## src/design/ddft_pkg.sv

```systemverilog
// ----------------------------------------------------------------------------
// ddft_pkg
// Widths, register indexes and reset constants of the dual DAC feedback trim.
// ----------------------------------------------------------------------------
package ddft_pkg;

  localparam int REQ_W     = 16;
  localparam int TRIM_W    = 10;
  localparam int FB_W      = 12;
  localparam int FB_EN_W   = 2;
  localparam int CFG_IDX_W = 3;
  localparam int CFG_DAT_W = 16;
  localparam int SUM_W     = REQ_W + 2;
  localparam int CMP_W     = REQ_W + 1;
  localparam int NUM_CH    = 2;

  typedef enum logic [CFG_IDX_W-1:0] {
    REG_REQUEST_A   = 3'd0,
    REG_REQUEST_B   = 3'd1,
    REG_TRIM_MIN_A  = 3'd2,
    REG_TRIM_MAX_A  = 3'd3,
    REG_TRIM_MIN_B  = 3'd4,
    REG_TRIM_MAX_B  = 3'd5,
    REG_FEEDBACK_EN = 3'd6
  } cfg_reg_e;

  localparam logic signed [TRIM_W-1:0] TRIM_MIN_RST   = -10'sd50;
  localparam logic signed [TRIM_W-1:0] TRIM_MAX_RST   = 10'sd50;
  localparam logic        [REQ_W-1:0]  LAST_REQ_RST   = 16'hFFFF;
  localparam logic        [FB_EN_W-1:0] FEEDBACK_EN_RST = 2'b11;

endpackage

```

## src/design/ddft_if.sv

```systemverilog
// ----------------------------------------------------------------------------
// ddft_if
// Valid/ready channels of the dual DAC feedback trim: tick input, code output
// and register write.
// ----------------------------------------------------------------------------
interface ddft_in_if;
  import ddft_pkg::*;

  logic            valid;
  logic            ready;
  logic            measure_mode;
  logic            update_enable;
  logic [FB_W-1:0] feedback_a;
  logic [FB_W-1:0] feedback_b;

  modport source (
    output valid, measure_mode, update_enable, feedback_a, feedback_b,
    input  ready
  );
  modport sink (
    input  valid, measure_mode, update_enable, feedback_a, feedback_b,
    output ready
  );
endinterface

interface ddft_out_if #(
  parameter int DAC_BITS = 12
);
  logic                valid;
  logic                ready;
  logic [DAC_BITS-1:0] dac_code_a;
  logic [DAC_BITS-1:0] dac_code_b;

  modport source (
    output valid, dac_code_a, dac_code_b,
    input  ready
  );
  modport sink (
    input  valid, dac_code_a, dac_code_b,
    output ready
  );
endinterface

interface ddft_cfg_if;
  import ddft_pkg::*;

  logic                 valid;
  logic                 ready;
  logic [CFG_IDX_W-1:0] index;
  logic [CFG_DAT_W-1:0] data;

  modport source (
    output valid, index, data,
    input  ready
  );
  modport sink (
    input  valid, index, data,
    output ready
  );
endinterface

```

## src/design/dual_dac_feedback_trim.sv

```systemverilog
// ----------------------------------------------------------------------------
// dual_dac_feedback_trim
// A tick transfer gives its codes through the input register, then the
// result register. Throughput: one tick per cycle, limited only by the
// result register draining. Reset: last requests all ones, codes and trims
// zero, trim bounds -50/50, feedback enabled on both channels.
// ----------------------------------------------------------------------------
module dual_dac_feedback_trim #(
  parameter int DAC_BITS = 12
) (
  input  logic                             clk_i,
  input  logic                             rst_ni,
  ddft_in_if.sink                          in_i,
  ddft_out_if.source                       out_o,
  ddft_cfg_if.sink                         cfg_i
);
  import ddft_pkg::*;

  localparam logic [SUM_W-1:0] CODE_MAX = SUM_W'((1 << DAC_BITS) - 1);

  // configuration registers
  logic        [REQ_W-1:0]   req_q  [NUM_CH];
  logic signed [TRIM_W-1:0]  tmin_q [NUM_CH];
  logic signed [TRIM_W-1:0]  tmax_q [NUM_CH];
  logic        [FB_EN_W-1:0] fb_en_q;

  // input register
  logic            s1_valid_q;
  logic            s1_measure_q;
  logic            s1_update_q;
  logic [FB_W-1:0] s1_fb_q [NUM_CH];

  // channel state
  logic        [REQ_W-1:0]    last_req_q [NUM_CH];
  logic        [REQ_W-1:0]    last_req_d [NUM_CH];
  logic        [DAC_BITS-1:0] code_q     [NUM_CH];
  logic        [DAC_BITS-1:0] code_d     [NUM_CH];
  logic signed [TRIM_W-1:0]   trim_q     [NUM_CH];
  logic signed [TRIM_W-1:0]   trim_d     [NUM_CH];
  logic        [FB_EN_W-1:0]  last_fb_en_q;
  logic                       last_fb_en_d [NUM_CH];

  // result register
  logic                out_valid_q;
  logic [DAC_BITS-1:0] out_code_q [NUM_CH];

  logic out_free;
  logic s1_fire;

  assign out_free = !out_valid_q || out_o.ready;
  assign s1_fire  = s1_valid_q && (!s1_update_q || out_free);
  assign in_i.ready  = !s1_valid_q || s1_fire;
  assign cfg_i.ready = 1'b1;

  // configuration writes
  always_ff @(posedge clk_i or negedge rst_ni) begin
    if (!rst_ni) begin
      for (int c = 0; c < NUM_CH; c++) begin
        req_q[c]  <= '0;
        tmin_q[c] <= TRIM_MIN_RST;
        tmax_q[c] <= TRIM_MAX_RST;
      end
      fb_en_q <= FEEDBACK_EN_RST;
    end else if (cfg_i.valid && cfg_i.ready) begin
      case (cfg_i.index)
        REG_REQUEST_A:   req_q[0]  <= cfg_i.data[REQ_W-1:0];
        REG_REQUEST_B:   req_q[1]  <= cfg_i.data[REQ_W-1:0];
        REG_TRIM_MIN_A:  tmin_q[0] <= $signed(cfg_i.data[TRIM_W-1:0]);
        REG_TRIM_MAX_A:  tmax_q[0] <= $signed(cfg_i.data[TRIM_W-1:0]);
        REG_TRIM_MIN_B:  tmin_q[1] <= $signed(cfg_i.data[TRIM_W-1:0]);
        REG_TRIM_MAX_B:  tmax_q[1] <= $signed(cfg_i.data[TRIM_W-1:0]);
        REG_FEEDBACK_EN: fb_en_q   <= cfg_i.data[FB_EN_W-1:0];
        default: ;
      endcase
    end
  end

  // input register
  always_ff @(posedge clk_i or negedge rst_ni) begin
    if (!rst_ni) begin
      s1_valid_q <= 1'b0;
    end else if (in_i.ready) begin
      s1_valid_q <= in_i.valid;
    end
  end

  always_ff @(posedge clk_i) begin
    if (in_i.valid && in_i.ready) begin
      s1_measure_q <= in_i.measure_mode;
      s1_update_q  <= in_i.update_enable;
      s1_fb_q[0]   <= in_i.feedback_a;
      s1_fb_q[1]   <= in_i.feedback_b;
    end
  end

  // per-channel trim logic
  for (genvar g = 0; g < NUM_CH; g++) begin : g_ch
    logic                     req_changed;
    logic                     toggled;
    logic                     above;
    logic                     below;
    logic signed [TRIM_W-1:0] trim_base;
    logic signed [TRIM_W-1:0] trim_step;
    logic signed [SUM_W-1:0]  sum_req;
    logic signed [SUM_W-1:0]  sum_trim;
    logic signed [SUM_W-1:0]  sum_step;
    logic [CMP_W-1:0]         fb_ext;
    logic [CMP_W-1:0]         req_ext;

    function automatic logic [DAC_BITS-1:0] sat_code(input logic signed [SUM_W-1:0] s);
      logic [DAC_BITS-1:0] r;
      if (s < 0) begin
        r = '0;
      end else if (s > $signed(CODE_MAX)) begin
        r = CODE_MAX[DAC_BITS-1:0];
      end else begin
        r = s[DAC_BITS-1:0];
      end
      return r;
    endfunction

    assign req_changed = last_req_q[g] != req_q[g];
    assign toggled     = last_fb_en_q[g] != fb_en_q[g];
    assign fb_ext      = CMP_W'(s1_fb_q[g]);
    assign req_ext     = CMP_W'(req_q[g]);
    assign above       = fb_ext > req_ext + CMP_W'(1);
    assign below       = fb_ext + CMP_W'(1) < req_ext;
    assign trim_base   = toggled ? '0 : trim_q[g];
    assign sum_req     = $signed({2'b00, req_q[g]});
    assign sum_trim    = sum_req + SUM_W'(trim_q[g]);
    assign sum_step    = sum_req + SUM_W'(trim_step);

    always_comb begin
      trim_step = trim_base;
      if (fb_en_q[g]) begin
        if (above) begin
          if (trim_base > tmin_q[g]) trim_step = trim_base - TRIM_W'(1);
        end else if (below) begin
          if (trim_base < tmax_q[g]) trim_step = trim_base + TRIM_W'(1);
        end
      end
    end

    always_comb begin
      last_req_d[g]   = last_req_q[g];
      code_d[g]       = code_q[g];
      trim_d[g]       = trim_q[g];
      last_fb_en_d[g] = last_fb_en_q[g];
      if (!s1_measure_q) begin
        if (req_changed) code_d[g] = sat_code(sum_trim);
      end else if (req_changed) begin
        last_req_d[g] = req_q[g];
        code_d[g]     = sat_code(sum_req);
        trim_d[g]     = '0;
      end else begin
        last_fb_en_d[g] = fb_en_q[g];
        trim_d[g]       = trim_step;
        code_d[g]       = sat_code(sum_step);
      end
    end
  end

  // channel state
  always_ff @(posedge clk_i or negedge rst_ni) begin
    if (!rst_ni) begin
      for (int c = 0; c < NUM_CH; c++) begin
        last_req_q[c] <= LAST_REQ_RST;
        code_q[c]     <= '0;
        trim_q[c]     <= '0;
      end
      last_fb_en_q <= '0;
    end else if (s1_fire) begin
      for (int c = 0; c < NUM_CH; c++) begin
        last_req_q[c]   <= last_req_d[c];
        code_q[c]       <= code_d[c];
        trim_q[c]       <= trim_d[c];
        last_fb_en_q[c] <= last_fb_en_d[c];
      end
    end
  end

  // result register
  always_ff @(posedge clk_i or negedge rst_ni) begin
    if (!rst_ni) begin
      out_valid_q <= 1'b0;
    end else if (s1_fire && s1_update_q) begin
      out_valid_q <= 1'b1;
    end else if (out_o.ready) begin
      out_valid_q <= 1'b0;
    end
  end

  always_ff @(posedge clk_i) begin
    if (s1_fire && s1_update_q) begin
      for (int c = 0; c < NUM_CH; c++) begin
        out_code_q[c] <= code_d[c];
      end
    end
  end

  assign out_o.valid      = out_valid_q;
  assign out_o.dac_code_a = out_code_q[0];
  assign out_o.dac_code_b = out_code_q[1];

`ifndef SYNTHESIS
  a_result_loaded: assert property (@(posedge clk_i) disable iff (!rst_ni)
    s1_fire && s1_update_q |=> out_valid_q)
    else $error("tick with update gave no result");

  a_tick_taken: assert property (@(posedge clk_i) disable iff (!rst_ni)
    in_i.valid && in_i.ready |=> s1_valid_q)
    else $error("accepted tick lost before input register");

  a_stage_holds: assert property (@(posedge clk_i) disable iff (!rst_ni)
    s1_valid_q && !s1_fire |=> s1_valid_q && $stable(s1_update_q)
      && $stable(s1_measure_q))
    else $error("stalled tick changed in input register");

  a_last_req_measure: assert property (@(posedge clk_i) disable iff (!rst_ni)
    !(s1_fire && s1_measure_q) |=> $stable(last_req_q[0]) && $stable(last_req_q[1]))
    else $error("last request moved outside a measure tick");
`endif

endmodule
```

## src/flat_wrapper.sv

```systemverilog
// flat-port wrapper written by rule: the top's interface ports become plain ports
module dual_dac_feedback_trim_flat import ddft_pkg::*;
#(
  parameter int DAC_BITS = 12
)
  (clk_i, rst_ni, in_i_valid, in_i_measure_mode, in_i_update_enable, in_i_feedback_a, in_i_feedback_b, in_i_ready, out_o_valid, out_o_dac_code_a, out_o_dac_code_b, out_o_ready, cfg_i_valid, cfg_i_index, cfg_i_data, cfg_i_ready);
  ddft_in_if in_i_i ();
  ddft_out_if #(.DAC_BITS(DAC_BITS)) out_o_i ();
  ddft_cfg_if cfg_i_i ();
  input  logic clk_i;
  input  logic rst_ni;
  input wire logic [$bits(in_i_i.valid)-1:0] in_i_valid;
  input wire logic [$bits(in_i_i.measure_mode)-1:0] in_i_measure_mode;
  input wire logic [$bits(in_i_i.update_enable)-1:0] in_i_update_enable;
  input wire logic [$bits(in_i_i.feedback_a)-1:0] in_i_feedback_a;
  input wire logic [$bits(in_i_i.feedback_b)-1:0] in_i_feedback_b;
  output wire logic [$bits(in_i_i.ready)-1:0] in_i_ready;
  output wire logic [$bits(out_o_i.valid)-1:0] out_o_valid;
  output wire logic [$bits(out_o_i.dac_code_a)-1:0] out_o_dac_code_a;
  output wire logic [$bits(out_o_i.dac_code_b)-1:0] out_o_dac_code_b;
  input wire logic [$bits(out_o_i.ready)-1:0] out_o_ready;
  input wire logic [$bits(cfg_i_i.valid)-1:0] cfg_i_valid;
  input wire logic [$bits(cfg_i_i.index)-1:0] cfg_i_index;
  input wire logic [$bits(cfg_i_i.data)-1:0] cfg_i_data;
  output wire logic [$bits(cfg_i_i.ready)-1:0] cfg_i_ready;
  assign in_i_i.valid = in_i_valid;
  assign in_i_i.measure_mode = in_i_measure_mode;
  assign in_i_i.update_enable = in_i_update_enable;
  assign in_i_i.feedback_a = in_i_feedback_a;
  assign in_i_i.feedback_b = in_i_feedback_b;
  assign in_i_ready = in_i_i.ready;
  assign out_o_valid = out_o_i.valid;
  assign out_o_dac_code_a = out_o_i.dac_code_a;
  assign out_o_dac_code_b = out_o_i.dac_code_b;
  assign out_o_i.ready = out_o_ready;
  assign cfg_i_i.valid = cfg_i_valid;
  assign cfg_i_i.index = cfg_i_index;
  assign cfg_i_i.data = cfg_i_data;
  assign cfg_i_ready = cfg_i_i.ready;
  dual_dac_feedback_trim #(.DAC_BITS(DAC_BITS)) u_core (.clk_i(clk_i), .rst_ni(rst_ni), .in_i(in_i_i), .out_o(out_o_i), .cfg_i(cfg_i_i));
endmodule
```

## config.mk

```make
export PLATFORM = sky130hd
export DESIGN_NAME = dual_dac_feedback_trim_flat
export DESIGN_NICKNAME = d
export VERILOG_FILES = /design/src/design/ddft_pkg.sv /design/src/design/ddft_if.sv /design/src/design/dual_dac_feedback_trim.sv /design/src/flat_wrapper.sv
export SDC_FILE = /design/constraint.sdc
export NUM_CORES = 1
export LEC_CHECK = 0
export ABC_AREA = 1
export ABC_CLOCK_PERIOD_IN_PS = 8700
export BUFFER_PORTS_ARGS = -buffer_cell sky130_fd_sc_hd__buf_4
export CAP_MARGIN = 5
export CORE_ASPECT_RATIO = 0.8
export CORE_MARGIN = 3
export CORE_UTILIZATION = 40
export DETAILED_ROUTE_END_ITERATION = 12
export PLACE_DENSITY_LB_ADDON = 0.15
export SETUP_SLACK_MARGIN = 0.4
export SYNTH_ARGS = -nofsm -noshare
export SYNTH_HDL_FRONTEND = slang
export SYNTH_SLANG_ARGS = --single-unit
export TNS_END_PERCENT = 50
```

## constraint.sdc

```tcl
create_clock -name clk_i -period 8.7 [get_ports clk_i]
set_input_delay 0 -clock clk_i [delete_from_list [all_inputs] [get_ports clk_i]]
set_output_delay 0 -clock clk_i [all_outputs]
set_load 0.02 [all_outputs]
```

==> flow_metrics.tcl <==
set metrics [dict create \
    use_met3 0.0453 \
    ys.flop_type "dfrtp_1" \
    finalSetupViolations 0 \
    wl_um 50600 \
    fin_area_um2 18800 \
    cts_tree "done" \
    fin_setup_tns_ns 0 \
    grt_busiest_layer "met1" \
    overflow 0 \
    antenna_found_initial 1 \
    placed_area_um2 17500 \
    synth_nets 2451 \
    crit_path_frequent_cell "nand3_1" \
    layout_commonest_cell "nand2_1" \
    grt_max_degree 79 \
    start_util 0.411 \
    syn_inst 2231 \
    yosys-top-cells-area "dfrtp_1, nand2_1, ha_1, edfxtp_1, dfstp_2" \
    cts.sinks 204 \
    synth.distinct_cells 61 \
    numCtsBuffers 24 \
    leakagePower_nw 9.17 \
    fin_skew_ns 0.0187 \
    endpoint_kind "flip-flop" \
    viasPerCell 5.14 \
    drt_iter0_drc 1302 \
    port_buffers 75 \
    crit_buf_inv 2 \
    drv_cap 0 \
    max-vdd-ir-drop_mv 0.162 \
    start_kind "flip-flop" \
    grt_pass1_vias 13740 \
    seq_area_frac_synth 0.329 \
    fin_crit_sh 0.780 \
    fin_crit_ns 6.79 \
    met1_usage 0.382 \
    async_flop_share 0.755 \
    drive_gt1_frac 0.0949 \
    power_mw 3.70 \
    rsz0062_at_grt "no" \
    grt_pass1_wl_um 79000 \
    syn_to_final_growth_pct 14.1 \
    yosys_warnings 0 \
    outcome "completed" \
    clock_latency_ns 0.55 \
    pre_cts_ws_ns 2.12 \
    worst_slack_ns 1.91 \
    ys_ff_latch 204 \
    die_w_um 233 \
    synth_edf_count 50 \
    fill_cells 4013 \
    ant_nets 0 \
    clk_pin_slew_ns 0.06 \
    hpwlAfterDp_um 38800 \
    worst-path-max-fanout 12 \
    vias 14821 \
    cts-root-buf "clkbuf_16" \
    die_area_um2 43700 \
    die_y_um 188 \
    netlist_area_um2 16500 \
    final_cell_mix "nand2_1, inv_1, o21ai_0, ha_1, nor2_1" \
    worst_ep_required_time_ns 9.10 \
    yosys.area.top_type "dfrtp_1" \
    track_usage 0.230 \
    core_area_um2 40100 \
    max_freq_mhz 147 \
    cts_buffer_depth 3 \
    synth_area_per_cell_um2 7.39 \
    crit_slowest_cell "edfxtp_1" \
    max_stage_delay_ns 0.44 \
    drc 0 \
    htree_num_levels 1 \
    hp-class "in2async" \
    critPathTopFamily "simple AND/OR/NAND/NOR gates" \
    num_rows 65 \
    grt_util_met2 0.303 \
    synth.top_cell.area_share 0.152 \
    path_class "reg2reg" \
    crit_arrival_ns 7.19 \
    drv_slew 0 \
    p_per_area_nw_per_um2 196 \
    io_pins 77 \
    hold_violations 0 \
    slew_headroom 0.232 \
    nets 2551 \
    post_cts.repair.setup_buffers 0 \
    routedWlPerCell_um 17.5 \
    routabilityCongestion 0.961 \
    dr.pass1.iters 5 \
    tightest_slew_ns 1.14 \
]
[through the flow]
stage	util	hold slack, ns	instances
finish	0.470	0.0542	2886
global route	0.469	0.112	2885
CTS	0.469	0.0707	2885
detailed placement	0.435	0.0907	2790
global placement	0.435	0.0869	2790
floorplan	-	-0.296	2231
[registers in the layout, indices dropped and copies added, names as in the netlist, 20 cells and up]
| name | count |
|---|---|
| u_core.g_ch.req_ext | 32 |
| u_core.last_req_q | 32 |
| u_core.code_q | 24 |
| u_core.out_code_q | 24 |
| u_core.s1_fb_q | 24 |
| u_core.tmax_q | 20 |
| u_core.tmin_q | 20 |
| u_core.trim_q | 20 |
[worst paths after layout]
check	start	cells after the start	to	slack, ns
min in group clk_i	in_i_feedback_b[8]	2	u_core.s1_fb_q[0][20]	0.18
worst min-delay path	rst_ni	2	u_core.tmax_q[7]	0.05
max in group asynchronous	rst_ni	3	u_core.code_q[18]	7.07
worst max register to register	u_core.s1_fb_q[0][0]	33	u_core.out_code_q[0][8]	1.91
worst min register to register	u_core.code_q[15]	2	u_core.code_q[15]	0.48
worst max-delay path	u_core.s1_fb_q[0][0]	33	u_core.out_code_q[0][8]	1.91
[cell type report]
cell class	count	area [um2]	share of cell area
inverters	271	1020	0.0544
diodes	1	2.50	0.000133
well taps	536	671	0.0356
flip-flops and latches	204	5420	0.288
repair buffers	131	1110	0.0592
multi-input cells	1699	9730	0.517
clock inverters	12	199	0.0106
clock buffers	32	662	0.0352
[kinds of logic (layout without fill, tap and decap cells)]
group / count (synthesis) / in the layout / synth area share
AND/OR/NAND/NOR: 1052 / 1052 / 0.272
AO/OA/AOI/OAI: 339 / 339 / 0.113
buffers and inverters: 328 / 446 / 0.0812
flip-flops: 204 / 204 / 0.329
adder cells (fa/ha/maj): 170 / 170 / 0.131
XOR/XNOR: 137 / 137 / 0.0739
other: 1 / 2 / 0.000227
[where the power goes]
| part | switching, mW | internal (mW) |
|---|---|---|
| sequential | 0.191 | 1.18 |
| combinational | 0.762 | 0.439 |
| clock | 0.437 | 0.686 |
[cells in the mapped netlist, types with 4 or more instances]
master,n
nand3_1,136
xnor2_1,51
nand2_2,8
inv_1,267
nor2_1,138
edfxtp_1,50
nor3_1,17
clkbuf_8,5
nor4_1,6
fa_1,4
buf_4,4
ha_1,166
nand2_1,649
nand3_2,4
buf_2,4
nand4_1,27
o21bai_1,5
a211oi_1,5
nand3b_1,7
o211ai_1,8
or2_2,9
a21boi_0,4
o22ai_1,10
a31oi_1,7
and2_1,24
nor2_2,14
a21oi_1,109
xor2_1,85
dfstp_2,54
clkbuf_1,34
dfrtp_1,100
a21o_1,10
o21ai_0,166
[what timing repair did]
action | in CTS | in global routing
hold buffers | 51 | 0
gates resized for setup | 0 | 0
endpoints found under the hold margin | 178 | 0
endpoints found under the setup margin | 0 | 0
[per-layer routing]
metal / wire length [um] / vias up
li1: - / 7497
met1: 27300 / 6831
met2: 19000 / 441
met3: 3690 / 52
met4: 679 / 0
met5: 0 / -
[worst reg2reg max path: cells and delay by family (launching register included)]
kind,cells,cell delay (ns)
AOI/OAI and AO/OA,5,0.90
xor gates and xnor gates,3,0.65
adders and majority gates,4,1.13
and+or+nand+nor,19,3.39
DFF,1,0.44
buffers and inverters,2,0.15
Power figures use the tool's default switching activity.
